`src/rtl/gcl_pkg.sv`:
```
package gcl_pkg;

    localparam int OPD_W = 31;
    localparam int GCD_W = 31;
    localparam int LCM_W = 62;

    typedef struct packed {
        logic load;
        logic div_init;
        logic sel_lcm;
        logic div_step;
        logic swap;
        logic zero_lcm;
        logic mul;
        logic emit;
    } t_dp_cmd;

    typedef struct packed {
        logic y_zero;
        logic a_zero;
        logic b_zero;
        logic div_last;
    } t_dp_sts;

endpackage

```
`src/rtl/gcl_datapath.sv`:
```
module gcl_datapath
    import gcl_pkg::*;
#(
    parameter int OPERAND_WIDTH = 31
) (
    input  logic                i_clk,
    input  logic                i_rst_n,
    input  t_dp_cmd             i_cmd,
    input  logic [OPD_W-1:0]    i_operand_a,
    input  logic [OPD_W-1:0]    i_operand_b,
    output t_dp_sts             o_sts,
    output logic                o_valid,
    output logic [GCD_W-1:0]    o_gcd_value,
    output logic [LCM_W-1:0]    o_lcm_value
);

    localparam int W  = OPERAND_WIDTH;
    localparam int CW = $clog2(W);
    localparam int PW = 2 * W;

    logic [W-1:0]  r_a, r_b, r_x, r_y;
    logic [W-1:0]  r_dvd, r_dvs, r_rem;
    logic [CW-1:0] r_cnt;
    logic [PW-1:0] r_prod;

    logic [W+OPD_W-1:0] n_a_ext, n_b_ext;
    logic [W:0]         n_rem_sh;
    logic [W:0]         n_rem_sub;
    logic               n_qbit;
    logic [GCD_W+W-1:0] n_gcd_ext;
    logic [LCM_W+PW-1:0] n_lcm_ext;

    assign n_a_ext   = {{W{1'b0}}, i_operand_a};
    assign n_b_ext   = {{W{1'b0}}, i_operand_b};
    assign n_rem_sh  = {r_rem, r_dvd[W-1]};
    assign n_rem_sub = n_rem_sh - {1'b0, r_dvs};
    assign n_qbit    = !n_rem_sub[W];
    assign n_gcd_ext = {{GCD_W{1'b0}}, r_x};
    assign n_lcm_ext = {{LCM_W{1'b0}}, r_prod};

    assign o_sts.y_zero   = (r_y == '0);
    assign o_sts.a_zero   = (r_a == '0);
    assign o_sts.b_zero   = (r_b == '0);
    assign o_sts.div_last = (r_cnt == CW'(W - 1));

    always_ff @(posedge i_clk) begin
        if (i_cmd.load) begin
            r_a <= n_a_ext[W-1:0];
            r_b <= n_b_ext[W-1:0];
            r_x <= n_a_ext[W-1:0];
            r_y <= n_b_ext[W-1:0];
        end else if (i_cmd.swap) begin
            r_x <= r_y;
            r_y <= r_rem;
        end
        if (i_cmd.div_init) begin
            r_dvd <= i_cmd.sel_lcm ? r_a : r_x;
            r_dvs <= i_cmd.sel_lcm ? r_x : r_y;
            r_rem <= '0;
            r_cnt <= '0;
        end else if (i_cmd.div_step) begin
            r_dvd <= {r_dvd[W-2:0], n_qbit};
            r_rem <= n_qbit ? n_rem_sub[W-1:0] : n_rem_sh[W-1:0];
            r_cnt <= r_cnt + CW'(1);
        end
        if (i_cmd.zero_lcm) begin
            r_prod <= '0;
        end else if (i_cmd.mul) begin
            r_prod <= PW'(r_dvd) * PW'(r_b);
        end
        if (i_cmd.emit) begin
            o_gcd_value <= n_gcd_ext[GCD_W-1:0];
            o_lcm_value <= n_lcm_ext[LCM_W-1:0];
        end
    end

    always_ff @(posedge i_clk) begin
        if (!i_rst_n) begin
            o_valid <= 1'b0;
        end else begin
            o_valid <= i_cmd.emit;
        end
    end

endmodule

```
`src/rtl/gcl_ctrl.sv`:
```
module gcl_ctrl
    import gcl_pkg::*;
(
    input  logic    i_clk,
    input  logic    i_rst_n,
    input  logic    start,
    output logic    busy,
    input  t_dp_sts i_sts,
    output t_dp_cmd o_cmd
);

    localparam logic [2:0] S_IDLE  = 3'd0;
    localparam logic [2:0] S_CHECK = 3'd1;
    localparam logic [2:0] S_DIV   = 3'd2;
    localparam logic [2:0] S_SWAP  = 3'd3;
    localparam logic [2:0] S_QDIV  = 3'd4;
    localparam logic [2:0] S_MUL   = 3'd5;
    localparam logic [2:0] S_OUT   = 3'd6;

    logic [2:0] r_state, n_state;

    assign busy = (r_state != S_IDLE);

    always_comb begin
        n_state = r_state;
        o_cmd   = '0;
        unique case (r_state)
            S_IDLE: begin
                if (start) begin
                    o_cmd.load = 1'b1;
                    n_state    = S_CHECK;
                end
            end
            S_CHECK: begin
                if (!i_sts.y_zero) begin
                    o_cmd.div_init = 1'b1;
                    n_state        = S_DIV;
                end else if (i_sts.a_zero || i_sts.b_zero) begin
                    o_cmd.zero_lcm = 1'b1;
                    n_state        = S_OUT;
                end else begin
                    // gcd settled in x: divide a by it for the lcm
                    o_cmd.div_init = 1'b1;
                    o_cmd.sel_lcm  = 1'b1;
                    n_state        = S_QDIV;
                end
            end
            S_DIV: begin
                o_cmd.div_step = 1'b1;
                if (i_sts.div_last) begin
                    n_state = S_SWAP;
                end
            end
            S_SWAP: begin
                o_cmd.swap = 1'b1;
                n_state    = S_CHECK;
            end
            S_QDIV: begin
                o_cmd.div_step = 1'b1;
                if (i_sts.div_last) begin
                    n_state = S_MUL;
                end
            end
            S_MUL: begin
                o_cmd.mul = 1'b1;
                n_state   = S_OUT;
            end
            S_OUT: begin
                o_cmd.emit = 1'b1;
                n_state    = S_IDLE;
            end
            default: begin
                n_state = S_IDLE;
            end
        endcase
    end

    always_ff @(posedge i_clk) begin
        if (!i_rst_n) begin
            r_state <= S_IDLE;
        end else begin
            r_state <= n_state;
        end
    end

endmodule

```
`src/rtl/gcd_lcm_unit.sv`:
```
// gcd_lcm_unit: greatest common divisor and least common multiple.
// Request: drive i_operand_a/i_operand_b and raise start; the request is
// taken at the clock edge where start is high and busy is low. Only the
// low OPERAND_WIDTH bits of each operand are used.
// Result: o_gcd_value and o_lcm_value are valid for the single cycle in
// which o_valid is high; the receiver must take them then (no stall).
// lcm is 0 when either operand is 0; gcd is then the other operand.
// Operation: one radix-2 restoring divider, one quotient bit a cycle, does
// every Euclid remainder step and the final a/gcd division. Each Euclid
// step runs the check, divide and swap states; the lcm then takes a
// divide of a by the gcd and a multiply by b. o_valid is high in the
// first cycle in which busy is low again. One request is in flight at a
// time; the next one may be taken in the o_valid cycle.
// Reset (synchronous, active low) returns the controller to idle and
// drops o_valid; a request in flight is lost.
module gcd_lcm_unit
    import gcl_pkg::*;
#(
    parameter int OPERAND_WIDTH = 31
) (
    input  logic              i_clk,
    input  logic              i_rst_n,
    input  logic              start,
    output logic              busy,
    input  logic [OPD_W-1:0]  i_operand_a,
    input  logic [OPD_W-1:0]  i_operand_b,
    output logic              o_valid,
    output logic [GCD_W-1:0]  o_gcd_value,
    output logic [LCM_W-1:0]  o_lcm_value
);

    t_dp_cmd w_cmd;
    t_dp_sts w_sts;

    gcl_ctrl u_ctrl (
        .i_clk   (i_clk),
        .i_rst_n (i_rst_n),
        .start   (start),
        .busy    (busy),
        .i_sts   (w_sts),
        .o_cmd   (w_cmd)
    );

    gcl_datapath #(
        .OPERAND_WIDTH (OPERAND_WIDTH)
    ) u_dp (
        .i_clk       (i_clk),
        .i_rst_n     (i_rst_n),
        .i_cmd       (w_cmd),
        .i_operand_a (i_operand_a),
        .i_operand_b (i_operand_b),
        .o_sts       (w_sts),
        .o_valid     (o_valid),
        .o_gcd_value (o_gcd_value),
        .o_lcm_value (o_lcm_value)
    );

endmodule

```
`config.mk`:
```
export PLATFORM = sky130hd
export DESIGN_NAME = gcd_lcm_unit
export DESIGN_NICKNAME = d
export VERILOG_FILES = /design/src/rtl/gcl_pkg.sv /design/src/rtl/gcl_datapath.sv /design/src/rtl/gcl_ctrl.sv /design/src/rtl/gcd_lcm_unit.sv
export SDC_FILE = /design/constraint.sdc
export NUM_CORES = 2
export LEC_CHECK = 0
export BUFFER_PORTS_ARGS = -buffer_cell sky130_fd_sc_hd__buf_2
export CAP_MARGIN = 20
export CORE_ASPECT_RATIO = 1.1
export CORE_MARGIN = 4
export CORE_UTILIZATION = 55
export DETAILED_ROUTE_END_ITERATION = 10
export HOLD_SLACK_MARGIN = 0.03
export PLACE_DENSITY = 0.74
export SYNTH_ARGS = -nofsm -noshare
export SYNTH_HDL_FRONTEND = slang
export SYNTH_HIERARCHICAL = 1
export SYNTH_SLANG_ARGS = --single-unit
```
`constraint.sdc`:
```
create_clock -name i_clk -period 20.6 [get_ports i_clk]
set_input_delay 4.12 -clock i_clk [delete_from_list [all_inputs] [get_ports i_clk]]
set_output_delay 4.12 -clock i_clk [all_outputs]
set_load 0.03 [all_outputs]
```
==> results.sh <==
export IMPL_drv_slew=0
export IMPL_routed_wl_mm=124
export IMPL_dieWidth_microns=287
export IMPL_cts_root_buf="clkbuf_16"
export IMPL_critPathMaxStageDelay_ps=1070
export IMPL_port_buffers=159
export IMPL_ctsHoldBuffers=0
export IMPL_ys_flop_type="edfxtp_1"
export IMPL_dp_hpwl_mm=93.9
export IMPL_cts_max_level=2
export IMPL_synth_area_leader_cell="fa_1"
export IMPL_ff2ff_setup_slack_ps=11730
export IMPL_drc_errors=0
export IMPL_place_congestion=0.928
export IMPL_yosysUniqueCellTypes=74
export IMPL_critPathKind="reg2reg"
export IMPL_track_usage_pct=27.9
export IMPL_rsz0062_at_grt="no"
export IMPL_maxSlewHeadroom_pct=27.0
export IMPL_start_util_pct=55.5
export IMPL_io_pins=160
export IMPL_timing_setup_tns_ps=0
export IMPL_firstDrtPassIters=6
export IMPL_finClkSkew_ps=69.1
export IMPL_ys_ff_latch=381
export IMPL_grt_overflow=0
export IMPL_hold_viol=0
export IMPL_num_rows=112
export IMPL_netlist_instances=4688
export IMPL_clkSlewWorstSetupHoldPaths_ps=60
export IMPL_dpl_cell_count=5797
export IMPL_cts_path_max_buffers=3
export IMPL_start_kind="register"
export IMPL_finalSetupViolCount=0
export IMPL_cp_top_family="adder cells"
export IMPL_critical_path_slowest_cell="edfxtp_1"
export IMPL_cts_tree="yes"
export IMPL_syn_nets=5879
export IMPL_tightest_slew_ps=1090
export IMPL_vias_per_cell=5.64
export IMPL_max_freq_mhz=113
export IMPL_yosysWarnings=6
export IMPL_core_sq_um=84900
export IMPL_worstSkewPairLatency_ps=640
export IMPL_drtIter0Drc=2734
export IMPL_syn_cell_area_sq_um=47100
export IMPL_syn_area_per_cell_sq_um=10.1
export IMPL_grt_pass1_wl_mm=197
export IMPL_worst_hold_path_type="reg2reg"
export IMPL_seq_area_frac_synth_pct=22.1
export IMPL_critical_path_most_common_cell="fa_1"
export IMPL_die_h_microns=315
export IMPL_status="complete, no violations"
export IMPL_whs_ps=423
export IMPL_grt_max_degree=90
export IMPL_synth_edf_count=279
export IMPL_vias=33200
export IMPL_area_delta_synth_final_pct=6.87
export IMPL_arrival_ps=9290
export IMPL_fin_cells=5874
export IMPL_netlist_top_cells_area="fa_1 (36%), edfxtp_1 (18%), ha_1 (7.6%)"
export IMPL_layout_drive_gt1_share_pct=8.66
export IMPL_cts_sinks=381
export IMPL_cp_required_ps=21030
export IMPL_yosysTopAreaCellShare_pct=35.6
export IMPL_async_reset_ff_share_pct=0
export IMPL_post_drt_wl_per_cell_microns=21.0
export IMPL_yosysMostFrequentCell="inv_1"
export IMPL_maxCapViolCount=0
export IMPL_timing_final_crit_share_pct=43.0
export IMPL_antenna_found_initial=2
export IMPL_endpoint_kind="register"
export IMPL_die_area_sq_um=90500
export IMPL_fin_crit_ps=8870
export IMPL_post_cts_setup_buffers=0
export IMPL_nets=5891
export IMPL_crit_buf_inv=2
export IMPL_worstPathMaxFanout=32
export IMPL_ant_nets=0
export IMPL_cts_buffers=41
export IMPL_cts_resized=0
export IMPL_grt_pass1_vias=35500
export IMPL_path_cells="and2_1 > fa_1 > fa_1 > fa_1 > inv_1 > fa_1 > inv_1 > fa_1 > fa_1 > fa_1 > fa_1 > ha_1 > a21o_1 > a31o_2 > a2111oi_0 > o211ai_1 > a31o_2 > a41oi_1 > o311a_1 > xnor2_1 > mux2i_1 > nor2_1"
export IMPL_synth_common_cells="inv_1 (856), fa_1 (838), nand2_1 (542), and2_1 (502), ha_1 (288)"
## metal layers
| metal | wire length [microns] | global-route usage (%) | share of wire, % | vias to the layer above |
|---|---|---|---|---|
| met1 | 50500 | 38.5 | 41 | 16700 |
| met2 | 56800 | 44.5 | 46 | 1554 |
| li1 | - | - | - | 14600 |
| met5 | 27 | 0 | 0.022 | - |
| met3 | 11800 | 6.27 | 9.5 | 288 |
| met4 | 4370 | 8.83 | 3.5 | 4 |
## worst reg2reg max path, cell delays in order, from the launching register on
cell	delay [ps]
edfxtp_1	1070
and2_1	270
fa_1	450
fa_1	490
fa_1	530
inv_1	50
fa_1	510
inv_1	70
fa_1	490
fa_1	590
fa_1	450
fa_1	460
ha_1	390
a21o_1	230
a31o_2	250
a2111oi_0	600
o211ai_1	360
a31o_2	340
a41oi_1	500
o311a_1	300
xnor2_1	80
mux2i_1	140
nor2_1	60
## kinds of logic after synthesis
| logic type | after synthesis | synth area share, % |
|---|---|---|
| and+or+nand+nor | 1399 | 14.7 |
| adders and majority gates | 1126 | 43.2 |
| buffers and inverters | 1117 | 8.95 |
| AOI/OAI and AO/OA | 400 | 5.30 |
| DFF | 381 | 22.1 |
| muxes | 178 | 4.02 |
| xor gates and xnor gates | 87 | 1.66 |
## final timing paths
path | start | cells after the start | end
setup / recovery | u_dp/r_b[5] | 22 | u_dp/r_prod[55]
hold / removal | u_dp/r_prod[58] | 0 | u_dp/o_lcm_value[58]
setup reg to reg | u_dp/r_b[5] | 22 | u_dp/r_prod[55]
hold reg to reg | u_dp/r_prod[58] | 0 | u_dp/o_lcm_value[58]
## stage by stage
step                util [%]  setup slack (ps)  instance area [sq um]
global placement        57.6             12050                  48900
finish                  59.3             11730                  50400
CTS                     59.3             11810                  50400
detailed placement      57.6             11830                  48900
global route            59.3             11530                  50400
floorplan                  -             12830                  47100
## state kept, by name, indices dropped and copies added, names as in the netlist
register and count:
u_dp/o_gcd_value 31, u_dp/r_prod 62, u_dp/r_dvd 31, u_ctrl/r_state 3
u_dp/r_y 31, u_dp/r_a 31, u_dp/r_x 31, u_dp/r_cnt 5
u_dp/r_b 31, u_dp/o_lcm_value 62, u_dp/r_rem 31, u_dp/r_dvs 31
u_dp/o_valid 1
## area by class of cell
type | count | area (sq um)
Clock inverter | 26 | 324
Antenna cell | 1 | 2.50
Sequential cell | 381 | 10400
Timing Repair Buffer | 230 | 1330
Inverter | 856 | 3210
Multi-Input combinational cell | 3190 | 32500
Clock buffer | 50 | 1110
Fill cell | 7186 | 34500
Tap cell | 1140 | 1430
## cells in the final DEF, fill, tap and decap left out, drive strengths merged, types with 7 or more instances in the layout
cell type,instances
nor3,26
a21oi,154
o21ai,65
nor3b,10
nor2b,10
nand2,542
mux2i,87
and2,502
nand4,22
xor2,29
dfxtp,102
mux2,91
ha,288
edfxtp,279
nand2b,12
nand3,26
o21bai,19
xnor2,58
clkbuf,50
a221oi,8
buf,230
and3,12
nor2,183
a211oi,34
o211ai,9
nor4,21
fa,838
clkinv,13
o21a,7
a21o,41
inv,860
a31oi,13
Power is not shown: default switching activity piles up to over one toggle a cycle in this logic, so the estimate is an artifact.
